==> config.mk <==
export PLATFORM = sky130hd
export DESIGN_NAME = dns_name_label_encoder_unit
export DESIGN_NICKNAME = d
export VERILOG_FILES = /design/src/hdl/dnle_pkg.sv /design/src/hdl/dns_name_label_encoder_unit.sv /design/src/hdl/dnle_ctrl.sv /design/src/hdl/dnle_datapath.sv
export SDC_FILE = /design/constraint.sdc
export NUM_CORES = 1
export LEC_CHECK = 0
export ABC_AREA = 1
export BUFFER_PORTS_ARGS = -buffer_cell sky130_fd_sc_hd__buf_2
export CORE_MARGIN = 2
export CORE_UTILIZATION = 60
export CTS_CLUSTER_DIAMETER = 100
export CTS_CLUSTER_SIZE = 40
export DETAILED_ROUTE_END_ITERATION = 8
export PLACE_DENSITY = 0.74
export SETUP_SLACK_MARGIN = 0.05
export SYNTH_ARGS = -nofsm -noshare
export SYNTH_HDL_FRONTEND = slang
export SYNTH_SLANG_ARGS = --single-unit
==> constraint.sdc <==
create_clock -name aclk -period 6.1 [get_ports aclk]
set_input_delay 0.915 -clock aclk [delete_from_list [all_inputs] [get_ports aclk]]
set_output_delay 0.915 -clock aclk [all_outputs]
set_load 0.02 [all_outputs]
==> src/hdl/dnle_pkg.sv <==
// shared types and constants for the dns name label encoder
// used by dnle_ctrl, dnle_datapath and dns_name_label_encoder_unit; no dependencies
package dnle_pkg;

    localparam int unsigned CHAR_W    = 8;
    localparam int unsigned MAX_LABEL = 63;
    localparam int unsigned MAX_NAME  = 255;
    localparam int unsigned BUS_BYTES = 8;

    localparam int unsigned LEN_W     = $clog2(MAX_LABEL + 1);
    localparam int unsigned TOTAL_W   = 9;
    localparam int unsigned TOTAL_SAT = (1 << TOTAL_W) - 1;
    // length byte, label, terminator
    localparam int unsigned NB_W      = $clog2(MAX_LABEL + 3);
    localparam int unsigned LANE_W    = $clog2(BUS_BYTES);
    // buffer positions 0..MAX_LABEL, position 0 is the length byte slot
    localparam int unsigned ROWS      = (MAX_LABEL + BUS_BYTES) / BUS_BYTES;
    localparam int unsigned ROW_W     = (ROWS > 1) ? $clog2(ROWS) : 1;
    localparam int unsigned WIDX_W    = $clog2((MAX_LABEL + 2) / BUS_BYTES + 2);
    localparam int unsigned WORD_W    = BUS_BYTES * CHAR_W;
    localparam int unsigned CNT_W     = 4;

    localparam logic [CHAR_W-1:0] SEP_CHAR = 8'h2E;

    typedef enum logic [1:0] {
        ERR_NONE  = 2'd0,
        ERR_LABEL = 2'd1,
        ERR_NAME  = 2'd2
    } err_t;

    typedef enum logic [1:0] {
        CS_IDLE,
        CS_READ,
        CS_LOAD,
        CS_OUT
    } ctrl_state_t;

    typedef struct packed {
        logic take;
        logic fetch;
        logic load_word;
        logic advance;
    } dp_cmd_t;

    typedef struct packed {
        logic emit;
        logic err_out;
        logic last_word;
    } dp_stat_t;

endpackage

==> src/hdl/dns_name_label_encoder_unit.sv <==
// dns name label encoder top level: controller plus datapath, uses dnle_pkg
// flow: a flushing transaction is taken while idle; each result word then passes row read,
//   word assembly and output; a failed name goes straight out as a single status word
// input: a plain character is taken whenever idle; s_tready is low while a flush emits
//   up to 9 words or a failed name's status word, each held on m_tvalid until m_tready
// reset: aresetn synchronous, active low; clears state, lengths and error, not the buffer
module dns_name_label_encoder_unit (
    input  logic        aclk,
    input  logic        aresetn,
    input  logic        s_tvalid,
    output logic        s_tready,
    input  logic [7:0]  s_tdata,   // [7:0] char_in
    input  logic        s_tlast,   // is_last
    output logic        m_tvalid,
    input  logic        m_tready,
    output logic [71:0] m_tdata,   // [63:0] out_word, [67:64] byte_count, [71:68] zero
    output logic        m_tlast,   // name_done
    output logic [1:0]  m_tuser    // [1:0] status
);

    dnle_pkg::dp_cmd_t  cmd;
    dnle_pkg::dp_stat_t stat;
    logic [dnle_pkg::WORD_W-1:0] out_word;
    logic [dnle_pkg::CNT_W-1:0]  byte_count;
    dnle_pkg::err_t              status;

    dnle_ctrl u_ctrl (
        .aclk     (aclk),
        .aresetn  (aresetn),
        .s_tvalid (s_tvalid),
        .s_tready (s_tready),
        .m_tvalid (m_tvalid),
        .m_tready (m_tready),
        .stat     (stat),
        .cmd      (cmd)
    );

    dnle_datapath u_dp (
        .aclk       (aclk),
        .aresetn    (aresetn),
        .cmd        (cmd),
        .stat       (stat),
        .char_in    (s_tdata),
        .is_last    (s_tlast),
        .out_word   (out_word),
        .byte_count (byte_count),
        .name_done  (m_tlast),
        .status     (status)
    );

    assign m_tdata = {4'b0000, byte_count, out_word};
    assign m_tuser = status;

endmodule

==> src/hdl/dnle_ctrl.sv <==
// controller state machine of the dns name label encoder
// depends on dnle_pkg
module dnle_ctrl (
    input  logic               aclk,
    input  logic               aresetn,
    input  logic               s_tvalid,
    output logic               s_tready,
    output logic               m_tvalid,
    input  logic               m_tready,
    input  dnle_pkg::dp_stat_t stat,
    output dnle_pkg::dp_cmd_t  cmd
);

    dnle_pkg::ctrl_state_t state_reg, state_next;

    always_ff @(posedge aclk) begin
        if (!aresetn) begin
            state_reg <= dnle_pkg::CS_IDLE;
        end else begin
            state_reg <= state_next;
        end
    end

    always_comb begin
        state_next = state_reg;
        case (state_reg)
            dnle_pkg::CS_IDLE: begin
                if (s_tvalid) begin
                    if (stat.emit) begin
                        state_next = dnle_pkg::CS_READ;
                    end else if (stat.err_out) begin
                        state_next = dnle_pkg::CS_OUT;
                    end
                end
            end
            dnle_pkg::CS_READ: state_next = dnle_pkg::CS_LOAD;
            dnle_pkg::CS_LOAD: state_next = dnle_pkg::CS_OUT;
            dnle_pkg::CS_OUT: begin
                if (m_tready) begin
                    state_next = stat.last_word ? dnle_pkg::CS_IDLE : dnle_pkg::CS_READ;
                end
            end
            default: state_next = dnle_pkg::CS_IDLE;
        endcase
    end

    always_comb begin
        s_tready      = (state_reg == dnle_pkg::CS_IDLE);
        m_tvalid      = (state_reg == dnle_pkg::CS_OUT);
        cmd.take      = (state_reg == dnle_pkg::CS_IDLE) && s_tvalid;
        cmd.fetch     = (state_reg == dnle_pkg::CS_READ);
        cmd.load_word = (state_reg == dnle_pkg::CS_LOAD);
        cmd.advance   = (state_reg == dnle_pkg::CS_OUT) && m_tready;
    end

endmodule

==> src/hdl/dnle_datapath.sv <==
// datapath of the dns name label encoder: label buffer, length and error
// tracking, word assembly and output register; depends on dnle_pkg
module dnle_datapath (
    input  logic                             aclk,
    input  logic                             aresetn,
    input  dnle_pkg::dp_cmd_t                cmd,
    output dnle_pkg::dp_stat_t               stat,
    input  logic [dnle_pkg::CHAR_W-1:0]      char_in,
    input  logic                             is_last,
    output logic [dnle_pkg::WORD_W-1:0]      out_word,
    output logic [dnle_pkg::CNT_W-1:0]       byte_count,
    output logic                             name_done,
    output dnle_pkg::err_t                   status
);

    // label buffer, byte lanes; position p holds label byte p-1
    logic [dnle_pkg::BUS_BYTES-1:0][dnle_pkg::CHAR_W-1:0] lbuf_mem [dnle_pkg::ROWS];
    logic [dnle_pkg::BUS_BYTES-1:0][dnle_pkg::CHAR_W-1:0] rd_reg;

    logic [dnle_pkg::LEN_W-1:0]   len_reg, len_next;
    logic [dnle_pkg::TOTAL_W-1:0] total_reg, total_next;
    dnle_pkg::err_t               err_reg, err_next;

    logic [dnle_pkg::LEN_W-1:0]   flen_reg;
    logic [dnle_pkg::NB_W-1:0]    nbytes_reg;
    logic [dnle_pkg::WIDX_W-1:0]  widx_reg;
    logic                         final_reg;
    logic                         lastw_reg;

    logic [dnle_pkg::WORD_W-1:0]  word_reg;
    logic [dnle_pkg::CNT_W-1:0]   cnt_reg;
    logic                         done_reg;
    dnle_pkg::err_t               status_reg;

    logic                         is_dot, append, flush, room, store;
    logic [dnle_pkg::LEN_W-1:0]   len_app;
    logic [dnle_pkg::LEN_W:0]     wpos;
    dnle_pkg::err_t               err_a, err_f;
    logic [dnle_pkg::TOTAL_W:0]   sum;
    logic [dnle_pkg::TOTAL_W-1:0] total_new;
    logic [dnle_pkg::NB_W-1:0]    nbytes;

    logic [dnle_pkg::NB_W-1:0]    base, rem;
    logic [dnle_pkg::WORD_W-1:0]  word_asm;
    logic [dnle_pkg::NB_W-1:0]    pos [dnle_pkg::BUS_BYTES];

    always_comb begin
        is_dot  = (char_in == dnle_pkg::SEP_CHAR);
        append  = !is_dot;
        flush   = is_dot || is_last;
        room    = (len_reg < dnle_pkg::LEN_W'(dnle_pkg::MAX_LABEL));
        store   = cmd.take && append && room;
        len_app = (append && room) ? len_reg + 1'b1 : len_reg;
        wpos    = {1'b0, len_reg} + 1'b1;
        err_a   = (append && !room) ? dnle_pkg::ERR_LABEL : err_reg;
        sum     = {1'b0, total_reg} + (dnle_pkg::TOTAL_W + 1)'(len_app) + 1'b1;
        total_new = (sum > (dnle_pkg::TOTAL_W + 1)'(dnle_pkg::TOTAL_SAT))
                  ? dnle_pkg::TOTAL_W'(dnle_pkg::TOTAL_SAT) : sum[dnle_pkg::TOTAL_W-1:0];
        // room for the terminator is checked at every flush
        err_f   = (err_a == dnle_pkg::ERR_NONE
                   && total_new >= dnle_pkg::TOTAL_W'(dnle_pkg::MAX_NAME))
                ? dnle_pkg::ERR_NAME : err_a;
        nbytes  = dnle_pkg::NB_W'(len_app) + 1'b1 + dnle_pkg::NB_W'(is_last);

        stat.emit      = flush && (err_f == dnle_pkg::ERR_NONE);
        stat.err_out   = is_last && (err_f != dnle_pkg::ERR_NONE);
        stat.last_word = lastw_reg;

        len_next   = len_reg;
        total_next = total_reg;
        err_next   = err_reg;
        if (is_last) begin
            len_next   = '0;
            total_next = '0;
            err_next   = dnle_pkg::ERR_NONE;
        end else if (flush) begin
            len_next   = '0;
            total_next = total_new;
            err_next   = err_f;
        end else begin
            len_next   = len_app;
            err_next   = err_a;
        end
    end

    // word assembly: position 0 is the length byte, past the label reads zero
    always_comb begin
        base = dnle_pkg::NB_W'({widx_reg, {dnle_pkg::LANE_W{1'b0}}});
        rem  = nbytes_reg - base;
        for (int i = 0; i < dnle_pkg::BUS_BYTES; i++) begin
            pos[i] = base + dnle_pkg::NB_W'(i);
            if (pos[i] == '0) begin
                word_asm[i*dnle_pkg::CHAR_W +: dnle_pkg::CHAR_W] = dnle_pkg::CHAR_W'(flen_reg);
            end else if (pos[i] <= dnle_pkg::NB_W'(flen_reg)) begin
                word_asm[i*dnle_pkg::CHAR_W +: dnle_pkg::CHAR_W] = rd_reg[i];
            end else begin
                word_asm[i*dnle_pkg::CHAR_W +: dnle_pkg::CHAR_W] = '0;
            end
        end
    end

    always_ff @(posedge aclk) begin
        if (store) begin
            lbuf_mem[wpos[dnle_pkg::LEN_W-1:dnle_pkg::LANE_W]][wpos[dnle_pkg::LANE_W-1:0]]
                <= char_in;
        end
        if (cmd.fetch) begin
            rd_reg <= lbuf_mem[widx_reg[dnle_pkg::ROW_W-1:0]];
        end
    end

    always_ff @(posedge aclk) begin
        if (!aresetn) begin
            len_reg   <= '0;
            total_reg <= '0;
            err_reg   <= dnle_pkg::ERR_NONE;
            lastw_reg <= 1'b0;
            widx_reg  <= '0;
        end else begin
            if (cmd.take) begin
                len_reg   <= len_next;
                total_reg <= total_next;
                err_reg   <= err_next;
                widx_reg  <= '0;
                if (stat.err_out) begin
                    lastw_reg <= 1'b1;
                end
            end
            if (cmd.load_word) begin
                lastw_reg <= (rem <= dnle_pkg::NB_W'(dnle_pkg::BUS_BYTES));
            end
            if (cmd.advance) begin
                widx_reg <= widx_reg + 1'b1;
            end
        end
    end

    always_ff @(posedge aclk) begin
        if (cmd.take) begin
            flen_reg   <= len_app;
            nbytes_reg <= nbytes;
            final_reg  <= is_last;
            if (stat.err_out) begin
                word_reg   <= '0;
                cnt_reg    <= '0;
                done_reg   <= 1'b1;
                status_reg <= err_f;
            end
        end
        if (cmd.load_word) begin
            word_reg   <= word_asm;
            cnt_reg    <= (rem >= dnle_pkg::NB_W'(dnle_pkg::BUS_BYTES))
                        ? dnle_pkg::CNT_W'(dnle_pkg::BUS_BYTES) : dnle_pkg::CNT_W'(rem);
            done_reg   <= final_reg && (rem <= dnle_pkg::NB_W'(dnle_pkg::BUS_BYTES));
            status_reg <= dnle_pkg::ERR_NONE;
        end
    end

    assign out_word   = word_reg;
    assign byte_count = cnt_reg;
    assign name_done  = done_reg;
    assign status     = status_reg;

endmodule
==> results of run 1 <==
-- cell usage in the layout (no fill, tap or decap), drive strengths merged, types with 3 or more instances in the layout --
cell,n
a211oi,3
a21oi,44
a31oi,66
buf,100
clkbuf,26
conb,4
dfxtp,26
edfxtp,659
ha,23
inv,129
nand2,128
nand3,23
nand4,6
nor2,606
nor3,7
o21ai,277
o22ai,66
xnor2,4
xor2,8
-- kinds of logic after synthesis --
| group | synth area share (%) |
|---|---|
| other | 0.0138 |
| adders and majority gates | 1.20 |
| DFF | 74.5 |
| and+or+nand+nor | 11.2 |
| buffers and inverters | 3.38 |
| AOI/OAI and AO/OA | 9.32 |
| xor gates and xnor gates | 0.386 |
-- report_power, final --
group          internal (mW)  total [mW]  switching [mW]  leakage, nW
sequential              5.61        5.73           0.120         6.20
clock                  0.658        1.95            1.29        0.283
combinational          0.319        1.31           0.990         3.40
total                   6.59        8.99            2.40         9.88
-- Yosys cell counts (8+ instances only) --
cell type  number
o21ai_0       268
a21oi_1        42
dfxtp_1        26
nand3_1        19
nand2_1       120
edfxtp_1      659
ha_1           23
a31oi_1        66
nand2_2         8
nor2_1        602
clkbuf_1       84
o22ai_1        66
xor2_1          8
inv_1         122
buf_1          17
-- layout make-up --
type | count | share of cell area (%)
Sequential cell | 685 | 70.7
Multi-Input combinational cell | 1278 | 21.1
Tap cell | 600 | 2.61
Timing Repair Buffer | 100 | 1.92
Clock buffer | 26 | 1.89
Inverter | 128 | 1.70
Clock inverter | 3 | 0.131
-- stage by stage --
step                power (mW)  setup WS, ps  cell area (sq um)
CTS                       9.02          1780              28700
global route              9.32          1310              28700
floorplan                 6.66           999              27300
detailed placement        7.16          1160              28200
global placement          7.13          1250              28200
finish                    8.99          1790              28700
-- path summary, 6_finish.rpt --
check                            startpoint                               to  slack, ps  cells after the start
min          u_dp.total_reg[2]$_SDFFE_PN0P_   u_dp.total_reg[2]$_SDFFE_PN0P_        500                      2
max reg2reg    u_dp.len_reg[0]$_SDFFE_PN0P_  u_dp.out_word[40]$_SDFFCE_PN0P_       1790                     24
min reg2reg  u_dp.total_reg[2]$_SDFFE_PN0P_   u_dp.total_reg[2]$_SDFFE_PN0P_        500                      2
max            u_dp.len_reg[0]$_SDFFE_PN0P_  u_dp.out_word[40]$_SDFFCE_PN0P_       1790                     24
-- routing by layer --
layer	vias up	GRT usage, %
li1	7754	-
met1	8158	34.7
met2	571	40.7
met3	62	3.10
met4	0	5.82
met5	-	0
-- worst max-delay path: stages, from the launching register on --
cell	delay (ps)
dfxtp_1	450
ha_1	200
nand2_1	70
inv_2	70
nand2_2	60
xor2_1	250
inv_1	120
o21ai_0	470
inv_1	180
ha_1	400
nand2_1	70
nand2_1	100
inv_1	80
nand2_2	90
o21ai_4	100
nand2_1	110
nand2_1	70
nor2_2	150
nand2_1	90
nand4_2	80
nand2_2	90
nor2_4	130
nor2_2	60
inv_2	90
buf_12	330
==> metrics.txt, run 1 <==
status complete, no violations; hold buffers post-CTS 0; final hold violation count 0; largest net degree at the start of global routing 147; cell taking the most area after synthesis edfxtp_1; Boundary Pins 90; post-DP HPWL 32,800 um; DR WL/cell 20.3 um; die width 217 um; initial antenna violation count 0; Pleak 9.88 nW; Resized cells post-CTS 0; register area share after synthesis 74.5%; Synth warnings 0; Routed Antenna Nets 0; total global-route track usage 24.4%; RSZ-0062 raised after global routing false; Slew headroom 23.5%; Top FF cell, synth edfxtp_1; Iter 0 DRT Violations 1,871; post-synth cell types 45; post-synth top area share 72.6%; worst min path class flip-flop to flip-flop; FFs w/ async S/R, synth 0%; Seq. cell area 20,300 sq um; Setup CP Type flip-flop to flip-flop; Seq cells post-synth 685; Setup Buffers After CTS 0; DR vias 16,500; maximum clock frequency 0.232 GHz; Final nets 2,252; Initial Util 60.5%; layout cells sized above 1 7.30%; DR top layer met4; DR WL met3 3770 um; # Max-Cap Violations 0; final core occ 63.8%; H-tree depth 1; cells after synthesis 2,198; GRT overflow 0; Worst-Skew Late Latency 590 ps; crit path launch type flip-flop; overall routed net length 57,400 um; die area 47,200 sq um; Core Area 45,100 sq um; Worst EP arrival 4570 ps; IO buf count 85; required time worst endpoint 6360 ps; Synth area leaders edfxtp_1, nor2_1, o21ai_0; clk sinks 685; vias in the first global route 15,700; Layout Cells excl Fill 2,820; wire length on met1 24,300 um; max reg flops 512; met2 WL 28,200 um; final period utilization 70.6%; TritonCTS Buffers 21; clk_skew 28.6 ps; PD cells 313 nW/um^2; actual slew at the worst max-slew pin 1150 ps; multi-input logic area 6060 sq um; global-route wire length before repair 88,700 um; # fillers 3,368; Setup-failing EPs final 0; hold slack 496 ps; placed cells 2,791; Final Max Tran Viols 0; netlist area before placement 27,300 sq um; n_diodes 0; CP Capture Type flip-flop; area delta synth->final 5.46%; EDFF count, synth 659; Row Count 78; clock transition at the registers of the reported paths 130 ps; syn avg cell area 12.4 sq um; worst vdd ir 0.397 mV; minimum clock period 4310 ps; Root Driver clkbuf_16; First-pass DRT Iterations 5; Max FO, Critical Path 69; GP Congestion 0.856; DIE HEIGHT 217 um; setup TNS 0 ps; Vias per Instance 5.87; CTS tree done; DRC Markers 0; CTS Buffer Depth 3
(Power assumes the default switching activity.)
==> inputs of run 2 (changes only) <==
--- a/config.mk
+++ b/config.mk
@@ -5,7 +5,7 @@
 export SDC_FILE = /design/constraint.sdc
 export NUM_CORES = 1
 export LEC_CHECK = 0
-export ABC_AREA = 1
+export ABC_AREA = 0
 export BUFFER_PORTS_ARGS = -buffer_cell sky130_fd_sc_hd__buf_2
 export CORE_MARGIN = 2
 export CORE_UTILIZATION = 60
==> constraint.sdc (replaced) <==
create_clock -name aclk -period 4.5 [get_ports aclk]
set_input_delay 0.675 -clock aclk [delete_from_list [all_inputs] [get_ports aclk]]
set_output_delay 0.675 -clock aclk [all_outputs]
set_load 0.02 [all_outputs]
==> run 2 against run 1 <==
Compared with the run above: critical path depth decreased by 8; critical path type unchanged; non-clock buffer count increased by 28; global-route usage decreased by 1.5 points; via count decreased by 19%; flip-flop and latch count unchanged; sequential share of layout area decreased by 0.22 points; count of clock-buffer cells in the layout increased by 7; cell count decreased by 21%; area after synthesis decreased by 1.1%.
==> metrics.txt, run 2 <==
post-synth cell types 74 (+64%); # fillers 3,096 (-8.1%); Routed Antenna Nets 0 (unchanged); Slew headroom 20.6% (-2.9 points); # Max-Cap Violations 0 (unchanged); TritonCTS Buffers 21 (unchanged); pre-CTS setup slack -225 ps (-1390 ps); CTS tree done; Max stage delay cell, worst path dfxtp_1; DIE HEIGHT 216 um (-0.52%); commonest cells after routing, fill and taps aside edfxtp_1, nand2_1, mux4_2; Synth area leaders edfxtp_1, mux4_2, nand2_1; Iter 0 DRT Violations 1,165 (-38%); Worst-Skew Late Latency 600 ps (about the same); die width 216 um (-0.52%); register area share after synthesis 75.3% (+0.79 points); layout cells sized above 1 19.2% (+12 points); Final nets 1,654 (-27%); PnR worst setup slack 371 ps (-1420 ps); most frequent cell after synthesis edfxtp_1; Post-Layout Inst Area 28,800 sq um (+0.33%); hold buffers post-CTS 0 (unchanged); cell taking the most area after synthesis edfxtp_1; minimum clock period 4130 ps (-180 ps); RSZ-0062 raised after global routing false; area delta synth->final 6.93%; CTS Buffer Depth 3 (unchanged); cells after synthesis 1,533 (-30%); vias in the first global route 13,400 (-14%); crit path launch type flip-flop; Top FF cell, synth edfxtp_1; post-synth top area share 73.4% (+0.77 points); DR vias 13,400 (-19%); CP Cell Sequence ha_1 > nand2_1 > nor3_1 > nor2_2 > xnor2_1 > ha_1 > inv_1 > fa_1 > nand3_1 > nand2_1 > xnor2_1 > nor4_1 > a31oi_2 > a21o_2 > nand2_4 > buf_4; FFs w/ async S/R, synth 0% (unchanged); Core Area 44,300 sq um (-1.7%); Initial Util 60.9% (+0.40 points); overall routed net length 52,600 um (-8.4%); final hold violation count 0 (unchanged); worst vdd ir 0.375 mV (-5.6%); Top delay family on crit path simple AND/OR/NAND/NOR gates; Layout Cells excl Fill 2,223 (-21%); total global-route track usage 22.9% (-1.5 points); clk sinks 685 (unchanged); CP Capture Type flip-flop; Resized cells post-CTS 0 (unchanged); netlist area before placement 27,000 sq um (-1.1%); Pleak 9.38 nW (-5.1%); First-pass DRT Iterations 5 (unchanged); worst min path class primary input to flip-flop; syn avg cell area 17.6 sq um (+42%); DRC Markers 0 (unchanged); Worst EP arrival 4420 ps (-150 ps); clock transition at the registers of the reported paths 130 ps (about the same); Commonest cells post-synth edfxtp_1, nand2_1, mux4_2; post-DP HPWL 31,400 um (-4.2%); GP Congestion 0.829 (-3.1%); IO buf count 85 (unchanged); largest net degree at the start of global routing 72 (-51%); Row Count 77 (-1.3%); final period utilization 91.8% (+21 points); GRT overflow 0 (unchanged); Seq cells post-synth 685 (unchanged); Setup Buffers After CTS 0 (unchanged); maximum clock frequency 0.242 GHz (+4.4%); setup TNS 0 ps (unchanged); most common cell after layout, fill and taps aside edfxtp_1; actual slew at the worst max-slew pin 1170 ps (+20.6 ps); Synth warnings 0 (unchanged); Vias per Instance 6.02 (+2.6%); Setup CP Type flip-flop to flip-flop; status complete, no violations; R2R Setup Slk 370 ps (-1420 ps); Final Max Tran Viols 0 (unchanged); dpl cell area 28,200 sq um (+0.17%); initial antenna violation count 1 (+1); global-route wire length before repair 80,300 um (-9.5%); crit path buf inv count 2 (-4); PD cells 418 nW/um^2 (+34%); Tot Pwr 12.0 mW (+34%); Root Driver clkbuf_16; required time worst endpoint 4800 ps (-1560 ps); placed cells 2,185 (-22%); clk_skew 21.1 ps (-7.53 ps); Boundary Pins 90 (unchanged); n_diodes 0 (unchanged); Max FO, Critical Path 15 (-78%); DR WL/cell 23.6 um (+16%); die area 46,700 sq um (-1.0%); max reg flops 512 (unchanged); EDFF count, synth 659 (unchanged); H-tree depth 1 (unchanged); Setup-failing EPs final 0 (unchanged); Crit path largest cell delay 420 ps (-50 ps)
run 2: changes by cell type after synthesis, moves of 61 or more:
cell | before | now
o21ai_0 | 268 | 13
nand2_1 | 120 | 230
nor2_1 | 602 | 104
inv_1 | 122 | 29
mux4_2 | 0 | 128
o22ai_1 | 66 | 5
a31oi_1 | 66 | 4
run 2: worst min-delay path, stage by stage:
cell and delay [ps]:
buf_2 120, nand2_1 60, o22ai_1 60
run 2: kinds of logic (layout without fill, tap and decap cells):
kind of cell	Yosys count	in the layout	synth area share (%)
AOI/OAI and AO/OA	100	100	2.67
xor gates and xnor gates	16	16	0.520
adders and majority gates	25	25	1.22
buffers and inverters	102	197	1.62
DFF	685	685	75.3
muxes	130	130	10.8
other	1	4	0.0139
and+or+nand+nor	474	474	7.90
run 2: path summary, 6_finish.rpt:
kind | start | to | depth (start not counted)
hold / removal | aresetn | u_dp.lastw_reg$_SDFFE_PN0P_ | 3
setup reg to reg | u_dp.len_reg[1]$_SDFFE_PN0P_ | u_dp.out_word[11]$_SDFFCE_PN0P_ | 16
hold reg to reg | u_dp.total_reg[2]$_SDFFE_PN0P_ | u_dp.total_reg[2]$_SDFFE_PN0P_ | 2
setup / recovery | u_dp.len_reg[1]$_SDFFE_PN0P_ | u_dp.out_word[11]$_SDFFCE_PN0P_ | 16
run 2: final cells by class:
| cell class | count | area, sq um | area share (%) |
|---|---|---|---|
| Clock buffer | 33 | 571 | 1.98 |
| Multi-Input combinational cell | 749 | 6270 | 21.7 |
| Sequential cell | 685 | 20300 | 70.4 |
| Tap cell | 592 | 741 | 2.57 |
| Timing Repair Buffer | 128 | 773 | 2.68 |
| Inverter | 31 | 116 | 0.403 |
| Clock inverter | 5 | 55.1 | 0.191 |
run 2: per-stage QoR:
| stage | util, % | hold WS [ps] |
|---|---|---|
| 3_5_place_dp | 63.7 | 464 |
| 2_1_floorplan | - | 436 |
| 4_1_cts | 65.1 | 350 |
| 3_3_place_gp | 63.7 | 462 |
| 6_report | 65.1 | 379 |
| 5_1_grt | 65.1 | 358 |
run 2: report_power, final:
| group | internal (mW) | total, mW | leakage, nW | switching, mW |
|---|---|---|---|---|
| registers | 7.56 | 7.71 | 6.19 | 0.146 |
| logic | 0.507 | 1.65 | 2.89 | 1.15 |
| clock network | 0.923 | 2.69 | 0.300 | 1.76 |
| total | 8.99 | 12.0 | 9.38 | 3.06 |
run 2: per-layer routing:
layer  global-route usage [%]  vias to the layer above  part of all wire, %  wire length [um]
li1                         -                     6036                    -                 -
met1                     32.1                     6858                   41             21400
met2                     39.3                      416                   51             26800
met3                     2.66                       73                  5.9              3110
met4                     5.50                        0                  2.3              1200
met5                        0                        -                    0                 0
==> inputs of run 3 (changes only) <==
--- a/config.mk
+++ b/config.mk
@@ -9,10 +9,12 @@
 export BUFFER_PORTS_ARGS = -buffer_cell sky130_fd_sc_hd__buf_2
 export CORE_MARGIN = 2
 export CORE_UTILIZATION = 60
+export CTS_BUF_LIST = sky130_fd_sc_hd__clkbuf_16
 export CTS_CLUSTER_DIAMETER = 100
 export CTS_CLUSTER_SIZE = 40
 export DETAILED_ROUTE_END_ITERATION = 8
 export PLACE_DENSITY = 0.74
+export REMOVE_ABC_BUFFERS = 1
 export SETUP_SLACK_MARGIN = 0.05
 export SYNTH_ARGS = -nofsm -noshare
 export SYNTH_HDL_FRONTEND = slang
==> constraint.sdc (replaced) <==
create_clock -name aclk -period 4.71 [get_ports aclk]
set_input_delay 0.7065 -clock aclk [delete_from_list [all_inputs] [get_ports aclk]]
set_output_delay 0.7065 -clock aclk [all_outputs]
set_load 0.02 [all_outputs]
==> run 3 against run 2 <==
Compared with the run above: combinational power about the same; critical path depth increased by 1; register-to-register slack about the same; worst setup slack got worse by 14 ps; global-route usage increased by 0.66 points; utilization increased by 0.21 points; die area unchanged; worst hold slack improved by 45 ps; via count increased by 1.5%; count of clock-buffer cells in the layout decreased by 12; critical endpoint is now u_dp.out_word[37]$_SDFFCE_PN0P_; largest cell class unchanged.
==> metrics.txt, run 3 (synthesis results as in run 2) <==
status complete, no violations; DR vias 13,600 (+1.5%); RSZ-0062 raised after global routing false; Iter 0 DRT Violations 1,467 (+26%); Pleak 9.46 nW (+0.85%); Top delay family on crit path simple AND/OR/NAND/NOR gates; hold slack 424 ps (+45.2 ps); actual slew at the worst max-slew pin 1180 ps (+7.19 ps); Max stage delay cell, worst path dfxtp_1; Crit path largest cell delay 560 ps (+140 ps); dpl cell area 28,300 sq um (+0.45%); Post-Layout Inst Area 28,900 sq um (+0.32%); clk_skew 26.7 ps (+5.60 ps); hold buffers post-CTS 0 (unchanged); CTS Buffer Depth 3 (unchanged); GRT overflow 0 (unchanged); PD cells 398 nW/um^2 (-4.7%); hold_sp aresetn; crit path buf inv count 3 (+1); Worst-Skew Late Latency 590 ps (about the same); Boundary Pins 90 (unchanged); vias in the first global route 13,500 (+0.78%); worst min path class primary input to flip-flop; Hold Path Stages 3 (unchanged); max reg flops 512 (unchanged); Initial Util 60.9% (unchanged); Final nets 1,668 (+0.85%); Routed Antenna Nets 0 (unchanged); Worst EP arrival 4690 ps (+270 ps); Setup Buffers After CTS 0 (unchanged); post-DP HPWL 32,800 um (+4.3%); total global-route track usage 23.6% (+0.66 points); Worst R2R End u_dp.out_word[37]$_SDFFCE_PN0P_; GP Congestion 0.834 (+0.59%); R2R Setup Slk 360 ps (about the same); Reg2Reg Depth 17 (+1); required time worst endpoint 5040 ps (+240 ps); DIE HEIGHT 216 um (unchanged); # Max-Cap Violations 0 (unchanged); TritonCTS Buffers 21 (unchanged); Worst Setup EP u_dp.out_word[37]$_SDFFCE_PN0P_; layout cells sized above 1 20.0% (+0.80 points); Row Count 77 (unchanged); H-tree depth 1 (unchanged); die width 216 um (unchanged); Core Area 44,300 sq um (unchanged); most common cell after layout, fill and taps aside edfxtp_1; Vias per Instance 6.10 (+1.2%); final period utilization 92.4% (+0.66 points); Setup CP Type flip-flop to flip-flop; clk sinks 685 (unchanged); final hold violation count 0 (unchanged); Worst path depth 17 (+1); Reg-to-Reg Start u_dp.len_reg[0]$_SDFFE_PN0P_; First-pass DRT Iterations 5 (unchanged); CTS tree done; global-route wire length before repair 81,900 um (+2.0%); Resized cells post-CTS 0 (unchanged); CP Cell Sequence ha_1 > nand2_1 > nor3_2 > nor2_2 > xnor2_1 > ha_1 > inv_1 > fa_1 > nand3_1 > nand2_1 > buf_4 > a221oi_1 > nand3_2 > a31oi_2 > a21o_2 > nand2_4 > buf_12; Max FO, Critical Path 23 (+8); DRC Markers 0 (unchanged); commonest cells after routing, fill and taps aside edfxtp_1, nand2_1, mux4_2; Root Driver clkbuf_16; Final Max Tran Viols 0 (unchanged); worst vdd ir 0.269 mV (-28%); clock transition at the registers of the reported paths 140 ps (about the same); Setup-failing EPs final 0 (unchanged); Slew headroom 20.1% (-0.49 points); die area 46,700 sq um (unchanged); n_diodes 0 (unchanged); crit path launch type flip-flop; worst setup path startpoint u_dp.len_reg[0]$_SDFFE_PN0P_; overall routed net length 54,200 um (+3.1%); IO buf count 85 (unchanged); minimum clock period 4350 ps (+224 ps); maximum clock frequency 0.230 GHz (-5.1%); CP Capture Type flip-flop; initial antenna violation count 0 (-1); DR WL/cell 24.3 um (+2.9%); largest net degree at the start of global routing 115 (+60%); area delta synth->final 7.27%
## run 3: cell type report
class / instances / area, sq um
well taps: 592 / 741
multi-input cells: 749 / 6280
inverters: 31 / 116
clock buffers: 21 / 526
repair buffers: 142 / 891
clock inverters: 8 / 63.8
fillers: 3034 / 15400
flip-flops and latches: 685 / 20300
## run 3: routing by layer
layer	vias to the layer above	global-route usage, %	share of wire (%)
li1	6064	-	-
met1	6940	33.4	41
met2	497	39.2	49
met3	79	3.19	7.1
met4	0	6.71	2.9
met5	-	0	0
## run 3: how the worst min path moves through the flow
| stage | to | slack (ps) |
|---|---|---|
| after floorplan | u_dp.total_reg[2]$_SDFFE_PN0P_ | 440 |
| after global placement | u_dp.total_reg[2]$_SDFFE_PN0P_ | 470 |
| after detailed placement | u_dp.total_reg[2]$_SDFFE_PN0P_ | 480 |
| after CTS | u_dp.lastw_reg$_SDFFE_PN0P_ | 410 |
| after global routing | u_ctrl.state_reg[1]$_SDFFE_PN0P_ | 430 |
| final | u_dp.lastw_reg$_SDFFE_PN0P_ | 420 |
## run 3: per-stage QoR
stage / power [mW] / utilization [%] / setup slack (ps) / cells / TNS, ps
2_1_floorplan: 8.46 / - / -2880 / 1465 / -358010
3_3_place_gp: 9.13 / 63.9 / 127 / 2199 / 0
3_5_place_dp: 9.17 / 63.9 / 127 / 2199 / 0
4_1_cts: 11.6 / 65.3 / 314 / 2228 / 0
5_1_grt: 11.9 / 65.3 / 110 / 2228 / 0
6_report: 11.5 / 65.3 / 357 / 2228 / 0
## run 3: power breakdown
| group | internal [mW] | leakage, nW | switching (mW) |
|---|---|---|---|
| Sequential | 7.22 | 6.19 | 0.136 |
| Clock | 0.848 | 0.301 | 1.66 |
| Combinational | 0.515 | 2.96 | 1.14 |
| Total | 8.59 | 9.46 | 2.93 |
## run 3: tightest hold or removal path: stages
cell and delay [ps]:
buf_2 130, nand2_1 70, o22ai_1 60
